`src/design/dqvd_pkg.sv`:
```
// ----------------------------------------------------------------------------
// dqvd_pkg
// Shared constants, command and status codes, and the control and status
// bundles that pass between the deque controller and its datapath.
// ----------------------------------------------------------------------------
package dqvd_pkg;

  localparam int unsigned DEPTH_DEF      = 16;
  localparam int unsigned DATA_WIDTH_DEF = 32;

  localparam int unsigned CMD_W    = 3;
  localparam int unsigned VALUE_W  = 32;
  localparam int unsigned COUNT_W  = 5;
  localparam int unsigned STATUS_W = 2;

  typedef enum logic [CMD_W-1:0] {
    CMD_PUSH_BACK  = 3'd0,
    CMD_PUSH_FRONT = 3'd1,
    CMD_POP_FRONT  = 3'd2,
    CMD_PEEK_FRONT = 3'd3,
    CMD_DELETE     = 3'd4
  } cmd_e;

  typedef enum logic [STATUS_W-1:0] {
    ST_OK    = 2'd0,
    ST_EMPTY = 2'd1,
    ST_ZERO  = 2'd2,
    ST_FULL  = 2'd3
  } status_e;

  typedef struct packed {
    logic latch_in;
    logic exec_go;
    logic scan_step;
    logic done_go;
  } dqvd_ctrl_t;

  typedef struct packed {
    logic needs_scan;
    logic scan_last;
  } dqvd_stat_t;

endpackage

```
`src/design/dqvd_ctrl.sv`:
```
// ----------------------------------------------------------------------------
// dqvd_ctrl
// Controller state machine: takes one transfer at a time, sequences the
// single-step commands and the delete scan, and owns the result handshake.
// ----------------------------------------------------------------------------
module dqvd_ctrl
  import dqvd_pkg::*;
(
  input  logic       clk_i,
  input  logic       rst_ni,
  input  logic       in_valid_i,
  output logic       in_ready_o,
  output logic       out_valid_o,
  input  logic       out_ready_i,
  input  dqvd_stat_t stat_i,
  output dqvd_ctrl_t ctrl_o
);

  typedef enum logic [1:0] {
    S_IDLE,
    S_EXEC,
    S_SCAN,
    S_DONE
  } state_e;

  state_e state_q;
  logic   out_valid_q;
  logic   out_free;

  assign out_free    = !out_valid_q || out_ready_i;
  assign in_ready_o  = (state_q == S_IDLE);
  assign out_valid_o = out_valid_q;

  always_comb begin
    ctrl_o = '0;
    case (state_q)
      S_IDLE: ctrl_o.latch_in  = in_valid_i;
      S_EXEC: ctrl_o.exec_go   = !stat_i.needs_scan && out_free;
      S_SCAN: ctrl_o.scan_step = 1'b1;
      S_DONE: ctrl_o.done_go   = out_free;
      default: ctrl_o = '0;
    endcase
  end

  always_ff @(posedge clk_i or negedge rst_ni) begin
    if (!rst_ni) begin
      state_q     <= S_IDLE;
      out_valid_q <= 1'b0;
    end else begin
      case (state_q)
        S_IDLE: begin
          if (in_valid_i) state_q <= S_EXEC;
        end
        S_EXEC: begin
          if (stat_i.needs_scan) state_q <= S_SCAN;
          else if (out_free) state_q <= S_IDLE;
        end
        S_SCAN: begin
          if (stat_i.scan_last) state_q <= S_DONE;
        end
        S_DONE: begin
          if (out_free) state_q <= S_IDLE;
        end
        default: state_q <= S_IDLE;
      endcase
      if (ctrl_o.exec_go || ctrl_o.done_go) begin
        out_valid_q <= 1'b1;
      end else if (out_ready_i) begin
        out_valid_q <= 1'b0;
      end
    end
  end

endmodule

```
`src/design/dqvd_datapath.sv`:
```
// ----------------------------------------------------------------------------
// dqvd_datapath
// Ring memory with one write and one registered read port, head and count
// registers, the delete scan pointers and the result register.
// ----------------------------------------------------------------------------
module dqvd_datapath
  import dqvd_pkg::*;
#(
  parameter int unsigned DEPTH      = DEPTH_DEF,
  parameter int unsigned DATA_WIDTH = DATA_WIDTH_DEF
) (
  input  logic                clk_i,
  input  logic                rst_ni,
  input  dqvd_ctrl_t          ctrl_i,
  output dqvd_stat_t          stat_o,
  input  logic [CMD_W-1:0]    command_i,
  input  logic [VALUE_W-1:0]  value_i,
  output logic [VALUE_W-1:0]  read_value_o,
  output logic                found_o,
  output logic [COUNT_W-1:0]  removed_count_o,
  output logic [COUNT_W-1:0]  occupancy_o,
  output logic [STATUS_W-1:0] status_o
);

  localparam int unsigned AW    = (DEPTH > 1) ? $clog2(DEPTH) : 1;
  localparam int unsigned CNT_W = $clog2(DEPTH + 1);

  function automatic logic [AW-1:0] slot(input logic [AW-1:0] head,
                                         input logic [CNT_W-1:0] off);
    logic [CNT_W:0] sum;
    sum = (CNT_W + 1)'(head) + (CNT_W + 1)'(off);
    if (sum >= (CNT_W + 1)'(DEPTH)) sum = sum - (CNT_W + 1)'(DEPTH);
    return AW'(sum);
  endfunction

  logic [DATA_WIDTH-1:0] mem [DEPTH];
  logic [DATA_WIDTH-1:0] rdata_q;
  logic                  mem_we;
  logic [AW-1:0]         mem_waddr;
  logic [DATA_WIDTH-1:0] mem_wdata;
  logic [AW-1:0]         mem_raddr;

  logic [CMD_W-1:0]      cmd_q;
  logic [DATA_WIDTH-1:0] word_q;
  logic [AW-1:0]         head_q, head_d, head_prev, head_next;
  logic [CNT_W-1:0]      count_q, count_d;
  logic [CNT_W-1:0]      idx_q, idx_d, idx_inc;
  logic [CNT_W-1:0]      kept_q, kept_d;
  logic                  word_zero, is_empty, is_full, mismatch;

  logic [VALUE_W-1:0]    res_value_d, read_value_q;
  logic                  res_found_d, found_q;
  logic [COUNT_W-1:0]    res_removed_d, removed_q;
  logic [COUNT_W-1:0]    res_occ_d, occ_q;
  status_e               res_status_d, status_q;

  assign word_zero = (word_q == '0);
  assign is_empty  = (count_q == '0);
  assign is_full   = (count_q == CNT_W'(DEPTH));
  assign mismatch  = (rdata_q != word_q);
  assign idx_inc   = idx_q + 1'b1;
  assign head_prev = (head_q == '0) ? AW'(DEPTH - 1) : head_q - 1'b1;
  assign head_next = slot(head_q, CNT_W'(1));

  assign stat_o.needs_scan = (cmd_q == CMD_DELETE) && !word_zero && !is_empty;
  assign stat_o.scan_last  = (idx_inc == count_q);

  always_comb begin
    head_d        = head_q;
    count_d       = count_q;
    idx_d         = idx_q;
    kept_d        = kept_q;
    mem_we        = 1'b0;
    mem_waddr     = slot(head_q, kept_q);
    mem_wdata     = rdata_q;
    res_value_d   = '0;
    res_found_d   = 1'b0;
    res_removed_d = '0;
    res_status_d  = ST_OK;

    if (ctrl_i.latch_in) begin
      idx_d  = '0;
      kept_d = '0;
    end

    if (ctrl_i.scan_step) begin
      idx_d = idx_inc;
      if (mismatch) begin
        mem_we = 1'b1;
        kept_d = kept_q + 1'b1;
      end
    end

    if (ctrl_i.exec_go) begin
      case (cmd_q)
        CMD_PUSH_BACK, CMD_PUSH_FRONT: begin
          if (word_zero) begin
            res_status_d = ST_ZERO;
          end else if (is_full) begin
            res_status_d = ST_FULL;
          end else begin
            mem_we    = 1'b1;
            mem_wdata = word_q;
            count_d   = count_q + 1'b1;
            if (cmd_q == CMD_PUSH_BACK) begin
              mem_waddr = slot(head_q, count_q);
            end else begin
              mem_waddr = head_prev;
              head_d    = head_prev;
            end
          end
        end
        CMD_POP_FRONT, CMD_PEEK_FRONT: begin
          if (is_empty) begin
            res_status_d = ST_EMPTY;
          end else begin
            res_value_d = VALUE_W'(rdata_q);
            res_found_d = 1'b1;
            if (cmd_q == CMD_POP_FRONT) begin
              head_d  = head_next;
              count_d = count_q - 1'b1;
            end
          end
        end
        CMD_DELETE: begin
          if (word_zero) res_status_d = ST_ZERO;
        end
        default: res_status_d = ST_OK;
      endcase
    end

    if (ctrl_i.done_go) begin
      count_d       = kept_q;
      res_removed_d = COUNT_W'(count_q - kept_q);
    end

    res_occ_d = COUNT_W'(count_d);
    mem_raddr = slot(head_q, idx_d);
  end

  always_ff @(posedge clk_i) begin
    if (mem_we) mem[mem_waddr] <= mem_wdata;
    rdata_q <= mem[mem_raddr];
  end

  always_ff @(posedge clk_i or negedge rst_ni) begin
    if (!rst_ni) begin
      head_q  <= '0;
      count_q <= '0;
      idx_q   <= '0;
      kept_q  <= '0;
    end else begin
      head_q  <= head_d;
      count_q <= count_d;
      idx_q   <= idx_d;
      kept_q  <= kept_d;
    end
  end

  always_ff @(posedge clk_i) begin
    if (ctrl_i.latch_in) begin
      cmd_q  <= command_i;
      word_q <= DATA_WIDTH'(value_i);
    end
    if (ctrl_i.exec_go || ctrl_i.done_go) begin
      read_value_q <= res_value_d;
      found_q      <= res_found_d;
      removed_q    <= res_removed_d;
      occ_q        <= res_occ_d;
      status_q     <= res_status_d;
    end
  end

  assign read_value_o    = read_value_q;
  assign found_o         = found_q;
  assign removed_count_o = removed_q;
  assign occupancy_o     = occ_q;
  assign status_o        = status_q;

endmodule

```
`src/design/deque_with_value_delete.sv`:
```
// ----------------------------------------------------------------------------
// deque_with_value_delete
// A bounded double-ended queue of data words with push back, push front,
// pop, peek and delete-all-matching commands, one result per command.
// ----------------------------------------------------------------------------
// The block takes one command at a time. Push, pop, peek, rejected and
// unknown commands, and a delete on an empty queue, go from the idle state
// through the execute state back to idle. A delete of a nonzero word on a
// nonempty queue also passes the scan and done states, since the scan reads
// one entry per cycle and writes each kept entry back into place through the
// write port of the ring memory. A result waiting in the output register
// stalls the next command only at the point where its own result is written.
module deque_with_value_delete
  import dqvd_pkg::*;
#(
  parameter int unsigned DEPTH      = DEPTH_DEF,
  parameter int unsigned DATA_WIDTH = DATA_WIDTH_DEF
) (
  input  logic                clk_i,
  input  logic                rst_ni,
  input  logic                in_valid_i,
  output logic                in_ready_o,
  input  logic [CMD_W-1:0]    command_i,
  input  logic [VALUE_W-1:0]  value_i,
  output logic                out_valid_o,
  input  logic                out_ready_i,
  output logic [VALUE_W-1:0]  read_value_o,
  output logic                found_o,
  output logic [COUNT_W-1:0]  removed_count_o,
  output logic [COUNT_W-1:0]  occupancy_o,
  output logic [STATUS_W-1:0] status_o
);

  dqvd_ctrl_t ctrl;
  dqvd_stat_t stat;

  dqvd_ctrl u_ctrl (
    .clk_i       (clk_i),
    .rst_ni      (rst_ni),
    .in_valid_i  (in_valid_i),
    .in_ready_o  (in_ready_o),
    .out_valid_o (out_valid_o),
    .out_ready_i (out_ready_i),
    .stat_i      (stat),
    .ctrl_o      (ctrl)
  );

  dqvd_datapath #(
    .DEPTH      (DEPTH),
    .DATA_WIDTH (DATA_WIDTH)
  ) u_datapath (
    .clk_i           (clk_i),
    .rst_ni          (rst_ni),
    .ctrl_i          (ctrl),
    .stat_o          (stat),
    .command_i       (command_i),
    .value_i         (value_i),
    .read_value_o    (read_value_o),
    .found_o         (found_o),
    .removed_count_o (removed_count_o),
    .occupancy_o     (occupancy_o),
    .status_o        (status_o)
  );

endmodule

```
`config.mk`:
```
export PLATFORM = sky130hd
export DESIGN_NAME = deque_with_value_delete
export DESIGN_NICKNAME = d
export VERILOG_FILES = /design/src/design/dqvd_pkg.sv /design/src/design/dqvd_ctrl.sv /design/src/design/dqvd_datapath.sv /design/src/design/deque_with_value_delete.sv
export SDC_FILE = /design/constraint.sdc
export NUM_CORES = 1
export LEC_CHECK = 0
export BUFFER_PORTS_ARGS = -buffer_cell sky130_fd_sc_hd__buf_2
export CAP_MARGIN = 5
export CORE_UTILIZATION = 43
export CTS_CLUSTER_SIZE = 12
export DETAILED_ROUTE_END_ITERATION = 7
export HOLD_SLACK_MARGIN = 0.02
export PLACE_DENSITY_LB_ADDON = 0.12
export SYNTH_ARGS = -nofsm -noshare
export SYNTH_HDL_FRONTEND = slang
export SYNTH_SLANG_ARGS = --single-unit
```
`constraint.sdc`:
```
create_clock -name clk_i -period 4.5 [get_ports clk_i]
set_input_delay 0.225 -clock clk_i [delete_from_list [all_inputs] [get_ports clk_i]]
set_output_delay 0.225 -clock clk_i [all_outputs]
set_load 0.02 [all_outputs]
```
# After elaboration in Yosys (flattened, before gate mapping)
# Memories as Yosys holds them, arrays and structs flattened. A register that Yosys moved wholly into a read port is not among the register bits.
# Cells that the tools add are included.
# totals
register_bits	102
mem_bits_rw	512
input_bits	39
output_inout_bits	47
memories	1
# op_classes
addsub	14
order_cmp	4
n_eq_ne	17
mux	57
bitwise	2
reduce_logical	22
# memory_table
memory	words	word_bits	rd	rd_ports_with_merged_regs	wr	line	source
u_datapath.mem	16	32	1	1	1	dqvd_datapath.sv:36	logic [DATA_WIDTH-1:0] mem [DEPTH];
# op_table
op	n
$mux W32	4
$mux W4	15
$mux W5	11
$logic_not A32 Y1	1
$ne A32 B32 Y1	1
$sub A4 B1 Y4 const B	5
$add A4 B5 Y6	3
$ge A6 B5 Y1 const B	3
$mux W1	16
$add A5 B1 Y5 const B	3
$mux W2	7
$ne A2 B2 Y1 const B	6
$pmux W5 S2	1
$pmux W2 S4	1
$pmux W4 S2	1
$reduce_and A7 Y1	1
$eq A3 B2 Y1 const B	2
$pmux W2 S3	1
$add A4 B1 Y5 const B	1
$eq A5 B5 Y1	1
$eq A5 B5 Y1 const B	1
$ge A5 B5 Y1 const B	1
$logic_not A5 Y1	1
$sub A5 B1 Y5 const B	1
other kinds (17)	28

# Depth between registers and ports, before layout
# Gate-level depths: netlist of run 1.
# depth
depth_word	10
ltp_mapped	10
depth_no_buf	9

# Cells and area by module
# A second synthesis of run 1 with hierarchy kept.
# unflattened
hier_cells	1238
hier_area_um2	25649.6
# modules_own_cells
mod	n_inst	cells_each	area_each_um2	seq_area_each_um2
dqvd_datapath	1	1218	25478.2	18893.1
dqvd_ctrl	1	20	171.4	75.1

# Worst setup path before layout of run 1
# No wires, ideal clock.
# synth_path
path_type	flip-flop to flip-flop
start	register u_datapath.count_q[1]
end	memory u_datapath.mem[7][0] (netlist name) (enable)
arrival_time_ps	4330
path_slack_ps	-291
path_stages_with_launch	11
n_path_buf	2
period_less_slack_ps	4791
cell_sequence	dfrtp_1 -> inv_1 -> ha_1 -> nor3b_1 -> and2_1 -> o21ba_1 -> and2_4 -> buf_6 -> buf_6 -> mux2_4 -> nor3_1
# synth_between
elab_chain_len	9
# synth_rtl
element	line	source
from (decl)	dqvd_datapath.sv:46	logic [CNT_W-1:0] count_q, count_d;
from (signal assigned)	dqvd_datapath.sv:154	count_q <= count_d;
parallel branches: the longest is 9 deep, another holds $add A4 B5 Y6	--	
to (decl)	dqvd_datapath.sv:36	
# Parallel ways; which one is timed is not known.

# Worst setup path in the final report of run 1
# layout_path
start	register u_ctrl.state_q[1]
end	register u_datapath.rdata_q[8] (read register of u_datapath.mem)
# layout_between
elab_chain_len	7
# layout_rtl
element	line	source
from (decl)	dqvd_ctrl.sv:26	state_e state_q;
from (signal assigned)	dqvd_ctrl.sv:47	state_q <= S_IDLE;
from (signal assigned)	dqvd_ctrl.sv:52	if (in_valid_i) state_q <= S_EXEC;
from (signal assigned)	dqvd_ctrl.sv:55	if (stat_i.needs_scan) state_q <= S_SCAN;
$logic_not A2 Y1	dqvd_ctrl.sv:36	case (state_q)
$mux W1	dqvd_ctrl.sv:36	
$mux W5	dqvd_datapath.sv:81	if (ctrl_i.latch_in) begin
$mux W5 (*)	dqvd_datapath.sv:86	if (ctrl_i.scan_step) begin
via u_datapath.idx_d[0]	dqvd_datapath.sv:47	logic [CNT_W-1:0] idx_q, idx_d, idx_inc;
$add A4 B5 Y6 (*)	dqvd_datapath.sv:31	sum = (CNT_W + 1)'(head) + (CNT_W + 1)'(off);
$ge A6 B5 Y1 or $sub A4 B1 Y4 (tied branches)	dqvd_datapath.sv:32	if (sum >= (CNT_W + 1)'(DEPTH)) sum = sum - (CNT_W + 1)'(DEPTH);
$mux W4 (*)	dqvd_datapath.sv:32	
to (decl)	dqvd_datapath.sv:37	logic [DATA_WIDTH-1:0] rdata_q;
# The timed path passes the listed nets; every way through them passes the cells marked *.
# A chain may end at the register's enable or synchronous reset.

==> results of run 1 <==
-- registers in the layout, indices dropped and copies added (netlist names), 3 cells and up --
| register | count |
|---|---|
| u_datapath.occupancy_o | 5 |
| u_datapath.word_q | 32 |
| u_datapath.head_q | 4 |
| u_datapath.count_q | 5 |
| u_datapath.cmd_q | 3 |
| u_datapath.rdata_q | 32 |
| u_datapath.removed_count_o | 5 |
| u_datapath.kept_q | 5 |
| u_datapath.mem | 512 |
| u_datapath.read_value_o | 32 |
| u_datapath.idx_q | 5 |
-- how the worst max path moves through the flow --
stage / start / end / slack, ps / cells past startpoint
6_report: u_ctrl.state_q[1]$_DFFE_PN0P_ / u_datapath.rdata_q[8]$_DFF_P_ / 610 / 10
5_1_grt: u_ctrl.state_q[1]$_DFFE_PN0P_ / u_datapath.rdata_q[11]$_DFF_P_ / 450 / 10
3_3_place_gp: u_ctrl.state_q[1]$_DFFE_PN0P_ / u_datapath.rdata_q[10]$_DFF_P_ / 680 / 10
2_1_floorplan: u_datapath.count_q[1]$_DFF_PN0_ / u_datapath.mem[7][0]$_DFFE_PP_ / -290 / 10
3_5_place_dp: u_ctrl.state_q[1]$_DFFE_PN0P_ / u_datapath.rdata_q[8]$_DFF_P_ / 630 / 10
4_1_cts: u_ctrl.state_q[1]$_DFFE_PN0P_ / u_datapath.rdata_q[8]$_DFF_P_ / 620 / 10
-- worst register-to-register path, cell delays in order (launching register included) --
cell and delay (ps):
sky130_fd_sc_hd__dfrtp_1 520, sky130_fd_sc_hd__o21bai_1 380, sky130_fd_sc_hd__nand2_1 90, sky130_fd_sc_hd__o21ai_0 170, sky130_fd_sc_hd__ha_4 200, sky130_fd_sc_hd__inv_1 50
sky130_fd_sc_hd__fa_4 1060, sky130_fd_sc_hd__buf_12 310, sky130_fd_sc_hd__buf_12 210, sky130_fd_sc_hd__mux4_2 320, sky130_fd_sc_hd__mux4_2 470
-- cells by family (layout without fill, tap and decap cells) --
family                     Yosys count  in the layout
buffers and inverters               70            323
other                                0              1
AOI/OAI and AO/OA                   62             62
xor gates and xnor gates            58             58
adders and majority gates           23             23
and+or+nand+nor                    162            162
muxes                              206            206
DFF                                646            646
-- synthesized netlist by cell type (4+ instances only) --
library cell               count  area (µm²)
sky130_fd_sc_hd__o21ai_0      13        65.1
sky130_fd_sc_hd__mux4_2      160        3600
sky130_fd_sc_hd__a22o_1        5        43.8
sky130_fd_sc_hd__xnor2_1      47         412
sky130_fd_sc_hd__nor2b_1       5        31.3
sky130_fd_sc_hd__nor2_1       26        97.6
sky130_fd_sc_hd__dfxtp_1      32         641
sky130_fd_sc_hd__buf_6         6        67.6
sky130_fd_sc_hd__buf_2         5        25.0
sky130_fd_sc_hd__a21o_1        7        52.6
sky130_fd_sc_hd__nand2b_1      4        25.0
sky130_fd_sc_hd__nor4_1       14        87.6
sky130_fd_sc_hd__nand4_1      13        81.3
sky130_fd_sc_hd__nor3_1       21         105
sky130_fd_sc_hd__a21oi_1      12        60.1
sky130_fd_sc_hd__mux2_2       34         383
sky130_fd_sc_hd__mux2i_1      10         100
sky130_fd_sc_hd__edfxtp_1    592       17800
sky130_fd_sc_hd__fa_1          4        80.1
sky130_fd_sc_hd__clkbuf_1     39         146
sky130_fd_sc_hd__ha_1         19         238
sky130_fd_sc_hd__nand2_1      24        90.1
sky130_fd_sc_hd__xor2_1       10        87.6
sky130_fd_sc_hd__inv_1        17        63.8
sky130_fd_sc_hd__and2_1       35         219
sky130_fd_sc_hd__dfrtp_1      22         551
sky130_fd_sc_hd__nand3_1       7        35.0
-- metal layers --
metal	wire length [µm]	up-vias
met5	0	-
met4	1600	0
met3	3570	104
met2	30900	423
met1	27400	6894
li1	-	5446
-- layout make-up --
type                    instances  share of cell area [%]
diodes                          1                 0.00830
clock buffers                 103                    6.38
clock inverters                21                   0.726
inverters                      17                   0.212
multi-input cells             511                    21.3
flip-flops and latches        646                    62.9
well taps                     765                    3.18
repair buffers                182                    5.25
-- through the flow --
stage / setup WS (ps) / hold WS [ps] / TNS [ps]
global route: 450 / 88.3 / 0
finish: 614 / 72.3 / 0
CTS: 615 / 42.9 / 0
floorplan: -291 / -70.6 / -72780
global placement: 676 / 246 / 0
detailed placement: 626 / 252 / 0
-- cells in the final DEF (no fill, tap or decap), drive strengths merged, types with 22 or more instances in the layout --
cell / instances
dfrtp: 22
dfxtp: 32
mux4: 160
nand2: 24
xnor2: 48
buf: 146
mux2: 36
and2: 36
edfxtp: 592
inv: 22
nor2: 26
clkbuf: 103
dlygate4sd3: 36
-- what timing repair did --
action	CTS	global route
setup endpoints to repair	0	0
hold buffers	36	0
gates resized for setup	0	0
hold endpoints to repair	57	0
-- power by group through the flow --
stage | registers, mW | logic, mW | clock network, mW
after global placement | 9.05 | 9.28 | 0
after floorplan | 8.97 | 6.30 | 0
after detailed placement | 9.05 | 9.39 | 0
after CTS | 8.93 | 9.43 | 5.52
final | 8.93 | 9.24 | 5.40
after global routing | 9.02 | 9.93 | 5.74
==> impl_results.md, run 1 <==
* Status: finished clean
* Max-cap violation count at 0
* Total nets after synthesis at 1,289
* Largest stage delay on the critical path at 1060 ps
* Main combinational cell family by area after synthesis: multiplexers
* Total detailed-routing wirelength at 63,500 µm
* Overall global routing resource usage at 21.8%
* Most crowded layer after global routing: met2
* Buffers inserted by post-CTS timing repair at 0
* Layout cells sized above 1 at 31.2%
* Global-route wire length before repair at about 93,000 µm
* Part of the Yosys area used for sequential elements at 74.3%
* Clock buffers created by TritonCTS at 69
* Global placer's final weighted congestion at ~0.83
* Layout net count at 1,489
* Total Power Consumption at ~24 mW
* P per Cell Area at 782 nW/µm²
* Initial core utilization at 43.9%
* Post-synthesis share of cell area spent on xor and xnor gates at 2.02%
* Port Buffer Count at 85
* Inst Count DP at 2,085
* Post-synthesis instance area at 25,500 µm²
* FP Rows at 88
* Post-synthesis share of cell area spent on and, or, nand and nor gates at between 3 and 4%
* Clk pwr share at 22.9%
* Largest net degree at the start of global routing at 33
* Total setup violations reported at the end of the flow at 0
* Peak Freq at 257 MHz
* Met2 Resource Use GR at 34.8%
* Footprint of the multi-input gates at 6430 µm²
* Internal power summed over all cells at 15.8 mW
* Buffer levels on the longest clock path at 3
* HPWL after detailed placement at about 37,000 µm
* CP Max Fanout at 24
* Async set-reset flop share out of synthesis at 3.41%
* Combinational group share of total power at 39.2%
* Main synth FF type: sky130_fd_sc_hd__edfxtp_1
* Vias at about 13,000
* Post-Place Cell Area at 27,600 µm²
* Final Hold Fails at 0
* TritonCTS clock tree: built
* Count of flip-flops with a built-in enable after synthesis at slightly below 600
* WHS Endpoint: u_ctrl.out_valid_o$_DFFE_PN0P_
* Share of cell area taken by muxes after synthesis at 16.1%
* # fillers at 4,654
* Clock latency on the worst-skew pair at 610 ps
* Category of the worst setup path launch point: flip-flop
* Clock skew after layout at 19.1 ps
* CTS root buffer: sky130_fd_sc_hd__clkbuf_16
* Number of library cell types mapped by synthesis at 57
* Number of cells traversed by the worst hold path at 3
* Post-route ant nets at 0
* Fraction of met3 tracks used by global routing at 3.51%
* Drt wl/cell at 28.3 µm
* Number of DRC markers in iteration 0 at approximately 1,200
* Total die area at 60,300 µm²
* Critical path capture point type: flip-flop
* Actual slew at the worst max-slew pin at 1070 ps
* RSZ-0062 raised after global routing: no
* Via/cell ratio at 5.73
* Seq. cell area at 19,000 µm²
* Compound-gate portion of the synthesized area at 1.65%
* Static Leakage at 10.0 nW
* DRC viols at 0
* Buffers & Inverters on Critical Path at 3
* Ratio of final minimum period to clock period at 86.4%
* Horizontal die dimension at 246 µm
* Depth of the worst register-to-register path at 10
* Worst-path clk slew at 60 ps
* Area growth from synthesis to layout at 18.1%
* Number of synthesized register bits at around 650
* GR Layer Usage met1 at a little under a third
* Number of antenna violations at the first check in global routing at 2
* Kind of path behind the tightest hold check: input port to flip-flop
* Worst flop-to-flop path startpoint: u_ctrl.state_q[1]$_DFFE_PN0P_
* Time the worst path needs with I/O delays and setup at between 3000 and 4000 ps
* Count of final max-slew check failures at 0
* Minimum setup slack among reg-to-reg paths at approximately 600 ps
* Number of global-route vias before repair at approximately 13,000
* Post-Syn Area per Cell at 20.8 µm²
* Setup Crit Path Kind: flip-flop to flip-flop
* Number of primary I/O pins at 86
* Residual overflow from global routing at 0
* Die height at between 200 and 250 µm
* Yosys Warn Count at 0
* Sequential group share of total power at a little under two fifths
* Beginning of the worst hold path: out_ready_i
* Worst flop-to-flop path endpoint: u_datapath.rdata_q[8]$_DFF_P_
* Worst endpoint required time at 4980 ps
* Final Non-Filler Cells at 2,246
* Core Util, Final at 51.9%
* Critical Path Slowest Stage Cell: sky130_fd_sc_hd__fa_4
* Tightest slew margin relative to the limit at between 20 and 30%
* Switching power at 7.73 mW
* Fraction of power spent switching nets at approximately 33%
* Worst-case vdd ir drop at 647 µV
* Top delay family on crit path: adder cells
* Critical-path cell list: o21bai_1 -> nand2_1 -> o21ai_0 -> ha_4 -> inv_1 -> fa_4 -> buf_12 -> buf_12 -> mux4_2 -> mux4_2
* Core Area at 58,100 µm²
* Number of clock sinks at 646
* Adder and majority cell fraction of the synthesized area at under 10%
* Number of iterations in the first detailed-routing pass at 8
* Worst path arrival time at 4360 ps
* Maximum level of the CTS H-tree at 3
* Post-layout instance area at 30,100 µm²
* Cells after synthesis at 1,227
Note: power is estimated with default switching activity, not from simulation.
==> run 2, diff against run 1 <==
==> constraint.sdc (replaced) <==
create_clock -name clk_i -period 4.55 [get_ports clk_i]
set_input_delay 0.2275 -clock clk_i [delete_from_list [all_inputs] [get_ports clk_i]]
set_output_delay 0.2275 -clock clk_i [all_outputs]
set_load 0.02 [all_outputs]
==> run 2 against run 1 <==
  * Core utilization up 0.11 points
  * Critical path depth down 1
  * Largest cell class unchanged
  * Clock-buffer cell count rose by 5
  * Design area increased by 0.20%
  * Worst hold slack improved by 6.8 ps
  * Cell count down 0.31%
  * Maximum frequency fell by 4.0%
  * Worst setup slack lost 110 ps
==> impl_results.md, run 2 (synthesis results as in run 1) <==
* Status: finished clean
* Critical-path cell list: inv_1 -> ha_1 -> nor3b_1 -> and2_1 -> o21ba_1 -> and2_4 -> mux2i_2 -> nor3_4 -> buf_12
* Quantity of gates resized following cts at 0 (unchanged)
* Kind of path behind the tightest hold check: input port to flip-flop
* Initial core utilization at 43.9% (unchanged)
* FP Rows at 88 (unchanged)
* Critical Path Slowest Stage Cell: sky130_fd_sc_hd__mux2i_2
* Footprint of the multi-input gates at 6430 µm² (unchanged)
* Worst flop-to-flop path startpoint: u_datapath.count_q[1]$_DFF_PN0_
* Post-CTS Hold Fix Bufs at 36 (unchanged)
* Layout cells sized above 1 at 30.8% (-0.39 points)
* Reg with most FFs: u_datapath.mem
* Critical path capture point type: flip-flop
* Clock latency on the worst-skew pair at 600 ps (about the same)
* Worst flop-to-flop path endpoint: u_datapath.mem[15][7]$_DFFE_PP_
* Beginning of the worst hold path: in_valid_i
* Detailed route wirelength on metal2 at 30,500 µm (-1.4%)
* Peak Freq at 247 MHz (-4.0%)
* WHS Endpoint: u_datapath.kept_q[3]$_DFF_PN0_
* Worst endpoint required time at 4870 ps (-110 ps)
* Actual slew at the worst max-slew pin at 1110 ps (+35.2 ps)
* Post-layout instance area at 30,200 µm² (+0.20%)
* Ratio of final minimum period to clock period at 89.0% (+2.6 points)
* Total Power Consumption at 23.6 mW (+0.11%)
* Time the worst path needs with I/O delays and setup at 4050 ps (+162 ps)
* Top delay family on crit path: simple AND/OR/NAND/NOR gates
* Length of routed wiring on met1 at 27,600 µm (+0.58%)
* HPWL after detailed placement at 35,900 µm (-2.0%)
* Area growth from synthesis to layout at 18.3%
* Tightest slew margin relative to the limit at 24.8% (-3.1 points)
* Minimum setup slack among reg-to-reg paths at 500 ps (-110 ps)
* Buffer levels on the longest clock path at 3 (unchanged)
* Total setup violations reported at the end of the flow at 0 (unchanged)
* Post-Place Cell Area at 27,500 µm² (-0.38%)
* # fillers at 4,651 (-0.064%)
* Setup Crit Path Kind: flip-flop to flip-flop
* CP Max Fanout at 26 (+8.3%)
* Number of clock sinks at 646 (unchanged)
* RSZ-0062 raised after global routing: no
* Number of cells traversed by the worst hold path at 4 (+1)
* Buffers & Inverters on Critical Path at 2 (-1)
* Clock buffers created by TritonCTS at 70 (+1.4%)
* Max-cap violation count at 0 (unchanged)
* Layout net count at 1,481 (-0.54%)
* Count of final max-slew check failures at 0 (unchanged)
* Number of global-route vias before repair at 13,100 (-0.95%)
* Total detailed-routing wirelength at 61,600 µm (-3.1%)
* Port Buffer Count at 85 (unchanged)
* Largest stage delay on the critical path at 970 ps (-90 ps)
* Number of antenna violations at the first check in global routing at 0 (-2)
* TritonCTS clock tree: built
* Worst-case vdd ir drop at 438 µV (-32%)
* DRC viols at 0 (unchanged)
* CTS root buffer: sky130_fd_sc_hd__clkbuf_16
* Max reg flops at 512 (unchanged)
* Die height at 246 µm (unchanged)
* P per Cell Area at 781 nW/µm² (about the same)
* Final Hold Fails at 0 (unchanged)
* Commonest cells after routing, fill and taps aside: 592 x sky130_fd_sc_hd__edfxtp_1, 160 x sky130_fd_sc_hd__mux4_2, 85 x sky130_fd_sc_hd__buf_2
* Overall global routing resource usage at 21.2% (-0.63 points)
* Horizontal die dimension at 246 µm (unchanged)
* Depth of the worst register-to-register path at 9 (-1)
* Vias at 12,500 (-2.5%)
* Largest net degree at the start of global routing at 56 (+70%)
* Residual overflow from global routing at 0 (unchanged)
* Clock skew after layout at 22.4 ps (+3.30 ps)
* Met3 WL at 2500 µm (-30%)
* Total die area at 60,300 µm² (unchanged)
* Static Leakage at 10.0 nW (+0.25%)
* Leading cell type in the layout, fill and taps excluded: sky130_fd_sc_hd__edfxtp_1
* Number of DRC markers in iteration 0 at 1,163 (-2.8%)
* Core Area at 58,100 µm² (unchanged)
* Drt wl/cell at 27.5 µm (-2.8%)
* Worst-path clk slew at 60 ps (about the same)
* Global placer's final weighted congestion at 0.825 (-0.90%)
* Post-route ant nets at 0 (unchanged)
* Final hold slack at 79.0 ps (+6.76 ps)
* Global-route wire length before repair at 91,000 µm (-1.8%)
* Worst path arrival time at 4370 ps (about the same)
* DR top layer: met4
* Category of the worst setup path launch point: flip-flop
* Maximum level of the CTS H-tree at 3 (unchanged)
* Seq. cell area at 19,000 µm² (unchanged)
* Buffers inserted by post-CTS timing repair at 0 (unchanged)
* Via/cell ratio at 5.60 (-2.2%)
* Number of iterations in the first detailed-routing pass at 7 (-1)
* Number of primary I/O pins at 86 (unchanged)
-- run 2: worst reg2reg max path: stages (launching register included) --
cell	delay (ps)
sky130_fd_sc_hd__dfrtp_1	560
sky130_fd_sc_hd__inv_1	230
sky130_fd_sc_hd__ha_1	260
sky130_fd_sc_hd__nor3b_1	160
sky130_fd_sc_hd__and2_1	220
sky130_fd_sc_hd__o21ba_1	290
sky130_fd_sc_hd__and2_4	450
sky130_fd_sc_hd__mux2i_2	990
sky130_fd_sc_hd__nor3_4	290
sky130_fd_sc_hd__buf_12	290
-- run 2: area by class of cell --
| cell class | count | share of cell area (%) |
|---|---|---|
| flip-flops and latches | 646 | 62.8 |
| multi-input cells | 511 | 21.3 |
| clock buffers | 108 | 6.89 |
| repair buffers | 173 | 4.89 |
| well taps | 765 | 3.17 |
| clock inverters | 18 | 0.758 |
| inverters | 17 | 0.211 |
| diodes | 1 | 0.00828 |
-- run 2: layer usage --
metal  vias to the layer above  track usage (%)
met5                         -                0
met4                         0             5.46
met3                        72             2.77
met2                       326             34.4
met1                      6722             30.4
li1                       5427                -
-- run 2: power by group --
group          total (mW)  internal [mW]  switching (mW)
Clock                5.68           3.43            2.24
Sequential           8.81           8.24           0.572
Combinational        9.10           4.32            4.78
-- run 2: per-stage QoR --
stage / setup slack (ps) / std cells / util, % / setup TNS (ps)
2_1_floorplan: -241 / 1227 / - / -59980
6_report: 502 / 2239 / 52.0 / 0
3_5_place_dp: 527 / 2076 / 47.4 / 0
5_1_grt: 282 / 2238 / 52.0 / 0
4_1_cts: 480 / 2238 / 52.0 / 0
3_3_place_gp: 572 / 2076 / 47.4 / 0
-- run 2: how the worst max path moves through the flow --
stage	from	to	slack [ps]	cells past startpoint
final	u_datapath.count_q[1]$_DFF_PN0_	u_datapath.mem[15][7]$_DFFE_PP_	500	9
after global routing	u_datapath.count_q[1]$_DFF_PN0_	u_datapath.mem[15][8]$_DFFE_PP_	280	9
after CTS	u_datapath.count_q[1]$_DFF_PN0_	u_datapath.mem[15][8]$_DFFE_PP_	480	9
after detailed placement	u_datapath.count_q[1]$_DFF_PN0_	u_datapath.mem[15][8]$_DFFE_PP_	530	9
after global placement	u_datapath.count_q[1]$_DFF_PN0_	u_datapath.mem[15][8]$_DFFE_PP_	570	9
after floorplan	u_datapath.count_q[1]$_DFF_PN0_	u_datapath.mem[7][0]$_DFFE_PP_	-240	10
==> run 3, diff against run 2 <==
--- a/config.mk
+++ b/config.mk
@@ -5,11 +5,11 @@
 export SDC_FILE = /design/constraint.sdc
 export NUM_CORES = 1
 export LEC_CHECK = 0
-export BUFFER_PORTS_ARGS = -buffer_cell sky130_fd_sc_hd__buf_2
 export CAP_MARGIN = 5
 export CORE_UTILIZATION = 43
 export CTS_CLUSTER_SIZE = 12
 export DETAILED_ROUTE_END_ITERATION = 7
+export DONT_BUFFER_PORTS = 1
 export HOLD_SLACK_MARGIN = 0.02
 export PLACE_DENSITY_LB_ADDON = 0.12
 export SYNTH_ARGS = -nofsm -noshare
==> constraint.sdc (replaced) <==
create_clock -name clk_i -period 4.8 [get_ports clk_i]
set_input_delay 0.24 -clock clk_i [delete_from_list [all_inputs] [get_ports clk_i]]
set_output_delay 0.24 -clock clk_i [all_outputs]
set_load 0.02 [all_outputs]
==> run 3 against run 2 <==
  * Worst setup slack gained 180 ps
  * Power shrank 7.2%
  * Combinational power shrank 11%
  * Clock-buffer cell count grew 2
  * Via count shrank 3.0%
  * Worst hold slack lost 2.7 ps
  * Die area is the same
  * Highest routed layer unchanged
  * Maximum frequency shrank 1.8%
  * Largest cell class unchanged
  * Wire length shrank 1.4%
==> impl_results.md, run 3 (synthesis results as in run 1) <==
* Clock latency on the worst-skew pair at 610 ps (about the same)
* Critical Path Slowest Stage Cell: sky130_fd_sc_hd__nor4_1
* Residual overflow from global routing at 0 (unchanged)
* Leading cell type in the layout, fill and taps excluded: sky130_fd_sc_hd__edfxtp_1
* Peak Freq at 243 MHz (-1.8%)
* Initial core utilization at 43.9% (unchanged)
* Worst flop-to-flop path endpoint: u_datapath.mem[7][14]$_DFFE_PP_
* CP Max Fanout at 41 (+58%)
* Worst flop-to-flop path startpoint: u_datapath.word_q[16]$_DFFE_PP_
* Global-route wire length before repair at 88,500 µm (-2.8%)
* Tightest slew margin relative to the limit at 21.1% (-3.7 points)
* Total setup violations reported at the end of the flow at 0 (unchanged)
* Area growth from synthesis to layout at 15.4%
* Time the worst path needs with I/O delays and setup at 4120 ps (+72.3 ps)
* Largest stage delay on the critical path at 750 ps (-220 ps)
* Maximum level of the CTS H-tree at 3 (unchanged)
* Minimum setup slack among reg-to-reg paths at 680 ps (+180 ps)
* Fin Setup TNS at 0 ps (unchanged)
* Max reg flops at 512 (unchanged)
* HPWL after detailed placement at 35,600 µm (-0.91%)
* Buffers inserted by post-CTS timing repair at 0 (unchanged)
* Reg with most FFs: u_datapath.mem
* Number of global-route vias before repair at 12,800 (-2.4%)
* # fillers at 4,688 (+0.80%)
* Category of the worst setup path launch point: flip-flop
* Layout net count at 1,392 (-6.0%)
* Vias at 12,200 (-3.0%)
* Buffer levels on the longest clock path at 3 (unchanged)
* Final Hold Fails at 0 (unchanged)
* CTS root buffer: sky130_fd_sc_hd__clkbuf_16
* Number of antenna violations at the first check in global routing at 1 (+1)
* Overall global routing resource usage at 20.8% (-0.37 points)
* Drt wl/cell at 28.2 µm (+2.4%)
* Buffers & Inverters on Critical Path at 1 (-1)
* Largest net degree at the start of global routing at 49 (-13%)
* RSZ-0062 raised after global routing: no
* Port Buffer Count at 0 (-100%)
* Status: finished clean
* Kind of path behind the tightest hold check: input port to asynchronous set/reset pin
* Actual slew at the worst max-slew pin at 1170 ps (+66.8 ps)
* Count of final max-slew check failures at 0 (unchanged)
* Clock buffers created by TritonCTS at 71 (+1.4%)
* Number of clock sinks at 646 (unchanged)
* DRC viols at 0 (unchanged)
* Top delay family on crit path: simple AND/OR/NAND/NOR gates
* Total die area at 60,300 µm² (unchanged)
* P per Cell Area at 743 nW/µm² (-4.9%)
* Critical-path cell list: nor4_1 -> nand4_1 -> o21ba_1 -> and2_4 -> mux2_4 -> nor3_2 -> buf_4
* Via/cell ratio at 5.65 (+0.83%)
* Setup Crit Path Kind: flip-flop to flip-flop
* Worst-case vdd ir drop at 469 µV (+7.0%)
* Number of DRC markers in iteration 0 at 1,089 (-6.4%)
* Core Area at 58,100 µm² (unchanged)
* TritonCTS clock tree: built
* Static Leakage at 9.53 nW (-5.1%)
* Critical path capture point type: flip-flop
* Layout cells sized above 1 at 26.1% (-4.7 points)
* Number of primary I/O pins at 86 (unchanged)
* Worst path arrival time at 4360 ps (about the same)
* Worst-path clk slew at 60 ps (about the same)
* Clock skew after layout at 22.7 ps (+0.253 ps)
* Ratio of final minimum period to clock period at 85.8% (-3.1 points)
* Horizontal die dimension at 246 µm (unchanged)
* Core Util, Final at 50.7% (-1.3 points)
* Max-cap violation count at 0 (unchanged)
* Post-route ant nets at 0 (unchanged)
* Die height at 246 µm (unchanged)
* Total detailed-routing wirelength at 60,700 µm (-1.4%)
* Commonest cells after routing, fill and taps aside: 592 x sky130_fd_sc_hd__edfxtp_1, 160 x sky130_fd_sc_hd__mux4_2, 74 x sky130_fd_sc_hd__clkbuf_16
* Depth of the worst register-to-register path at 7 (-2)
* Worst endpoint required time at 5040 ps (+170 ps)
* FP Rows at 88 (unchanged)
* Number of iterations in the first detailed-routing pass at 5 (-2)
* Global placer's final weighted congestion at 0.826 (about the same)
run 3: changes by cell type in the layout (fill, tap and decap cells not counted), moves of 2 or more:
cell	delta
sky130_fd_sc_hd__dlygate4sd3_1	+2
sky130_fd_sc_hd__bufinv_16	-3
sky130_fd_sc_hd__buf_2	-85
sky130_fd_sc_hd__clkinv_2	+4
sky130_fd_sc_hd__clkbuf_1	+4
sky130_fd_sc_hd__buf_12	-12
sky130_fd_sc_hd__buf_4	+5
sky130_fd_sc_hd__nor3_4	-8
sky130_fd_sc_hd__inv_6	+2
sky130_fd_sc_hd__nor3_2	+8
run 3: report_power, final:
part | internal [mW] | total [mW] | switching, mW
sequential | 7.83 | 8.64 | 0.810
clock | 3.06 | 5.19 | 2.12
combinational | 3.85 | 8.07 | 4.22
run 3: metrics by stage:
step                      hold WS, ps  cell area, µm²  instances  power, mW  setup slack, ps
final                            76.3           29500       2155       21.9              680
after global routing             85.9           29500       2154       23.0              552
after CTS                        39.8           29500       2153       22.2              658
after detailed placement        -54.7           26800       1983       16.9              694
after global placement          -54.9           26800       1983       16.9              601
after floorplan                 -55.6           25500       1227       14.3             8.95
run 3: final cells by class:
type	count	area [µm²]	share of cell area (%)
inverter	17	63.8	0.217
clock inverter	21	171	0.582
multi-input combinational	511	6380	21.6
sequential	646	19000	64.4
timing repair buffer	83	868	2.95
clock buffer	110	2060	6.98
tap	765	957	3.25
antenna	2	5.00	0.0170
run 3: per-layer routing:
metal / track usage [%] / routed length, µm / up-vias
met2: 34.3 / 30100 / 292
met5: 0 / 0 / -
li1: - / - / 5264
met1: 28.7 / 26900 / 6560
met3: 3.44 / 2750 / 60
met4: 5.70 / 930 / 0
run 3: worst register-to-register path, cell delays in order, from the launching register on:
cell and delay [ps]:
sky130_fd_sc_hd__edfxtp_1 490, sky130_fd_sc_hd__nor4_1 750, sky130_fd_sc_hd__nand4_1 500, sky130_fd_sc_hd__o21ba_1 350, sky130_fd_sc_hd__and2_4 360, sky130_fd_sc_hd__mux2_4 470
sky130_fd_sc_hd__nor3_2 250, sky130_fd_sc_hd__buf_4 530
run 3: worst max path at each step:
stage | from | endpoint | slack, ps | cells after the start
detailed placement | u_datapath.word_q[29]$_DFFE_PP_ | u_datapath.mem[6][14]$_DFFE_PP_ | 690 | 7
global placement | u_datapath.word_q[29]$_DFFE_PP_ | u_datapath.mem[6][13]$_DFFE_PP_ | 600 | 7
global route | u_datapath.word_q[16]$_DFFE_PP_ | u_datapath.mem[13][31]$_DFFE_PP_ | 550 | 7
floorplan | u_datapath.count_q[1]$_DFF_PN0_ | u_datapath.mem[7][0]$_DFFE_PP_ | 9 | 10
finish | u_datapath.word_q[16]$_DFFE_PP_ | u_datapath.mem[7][14]$_DFFE_PP_ | 680 | 7
CTS | u_datapath.word_q[29]$_DFFE_PP_ | u_datapath.mem[6][11]$_DFFE_PP_ | 660 | 7
run 3: what timing repair did:
item,CTS,global route
hold buffers,39,0
gates resized for setup,0,0
endpoints found under the hold margin,63,0
endpoints found under the setup margin,0,0
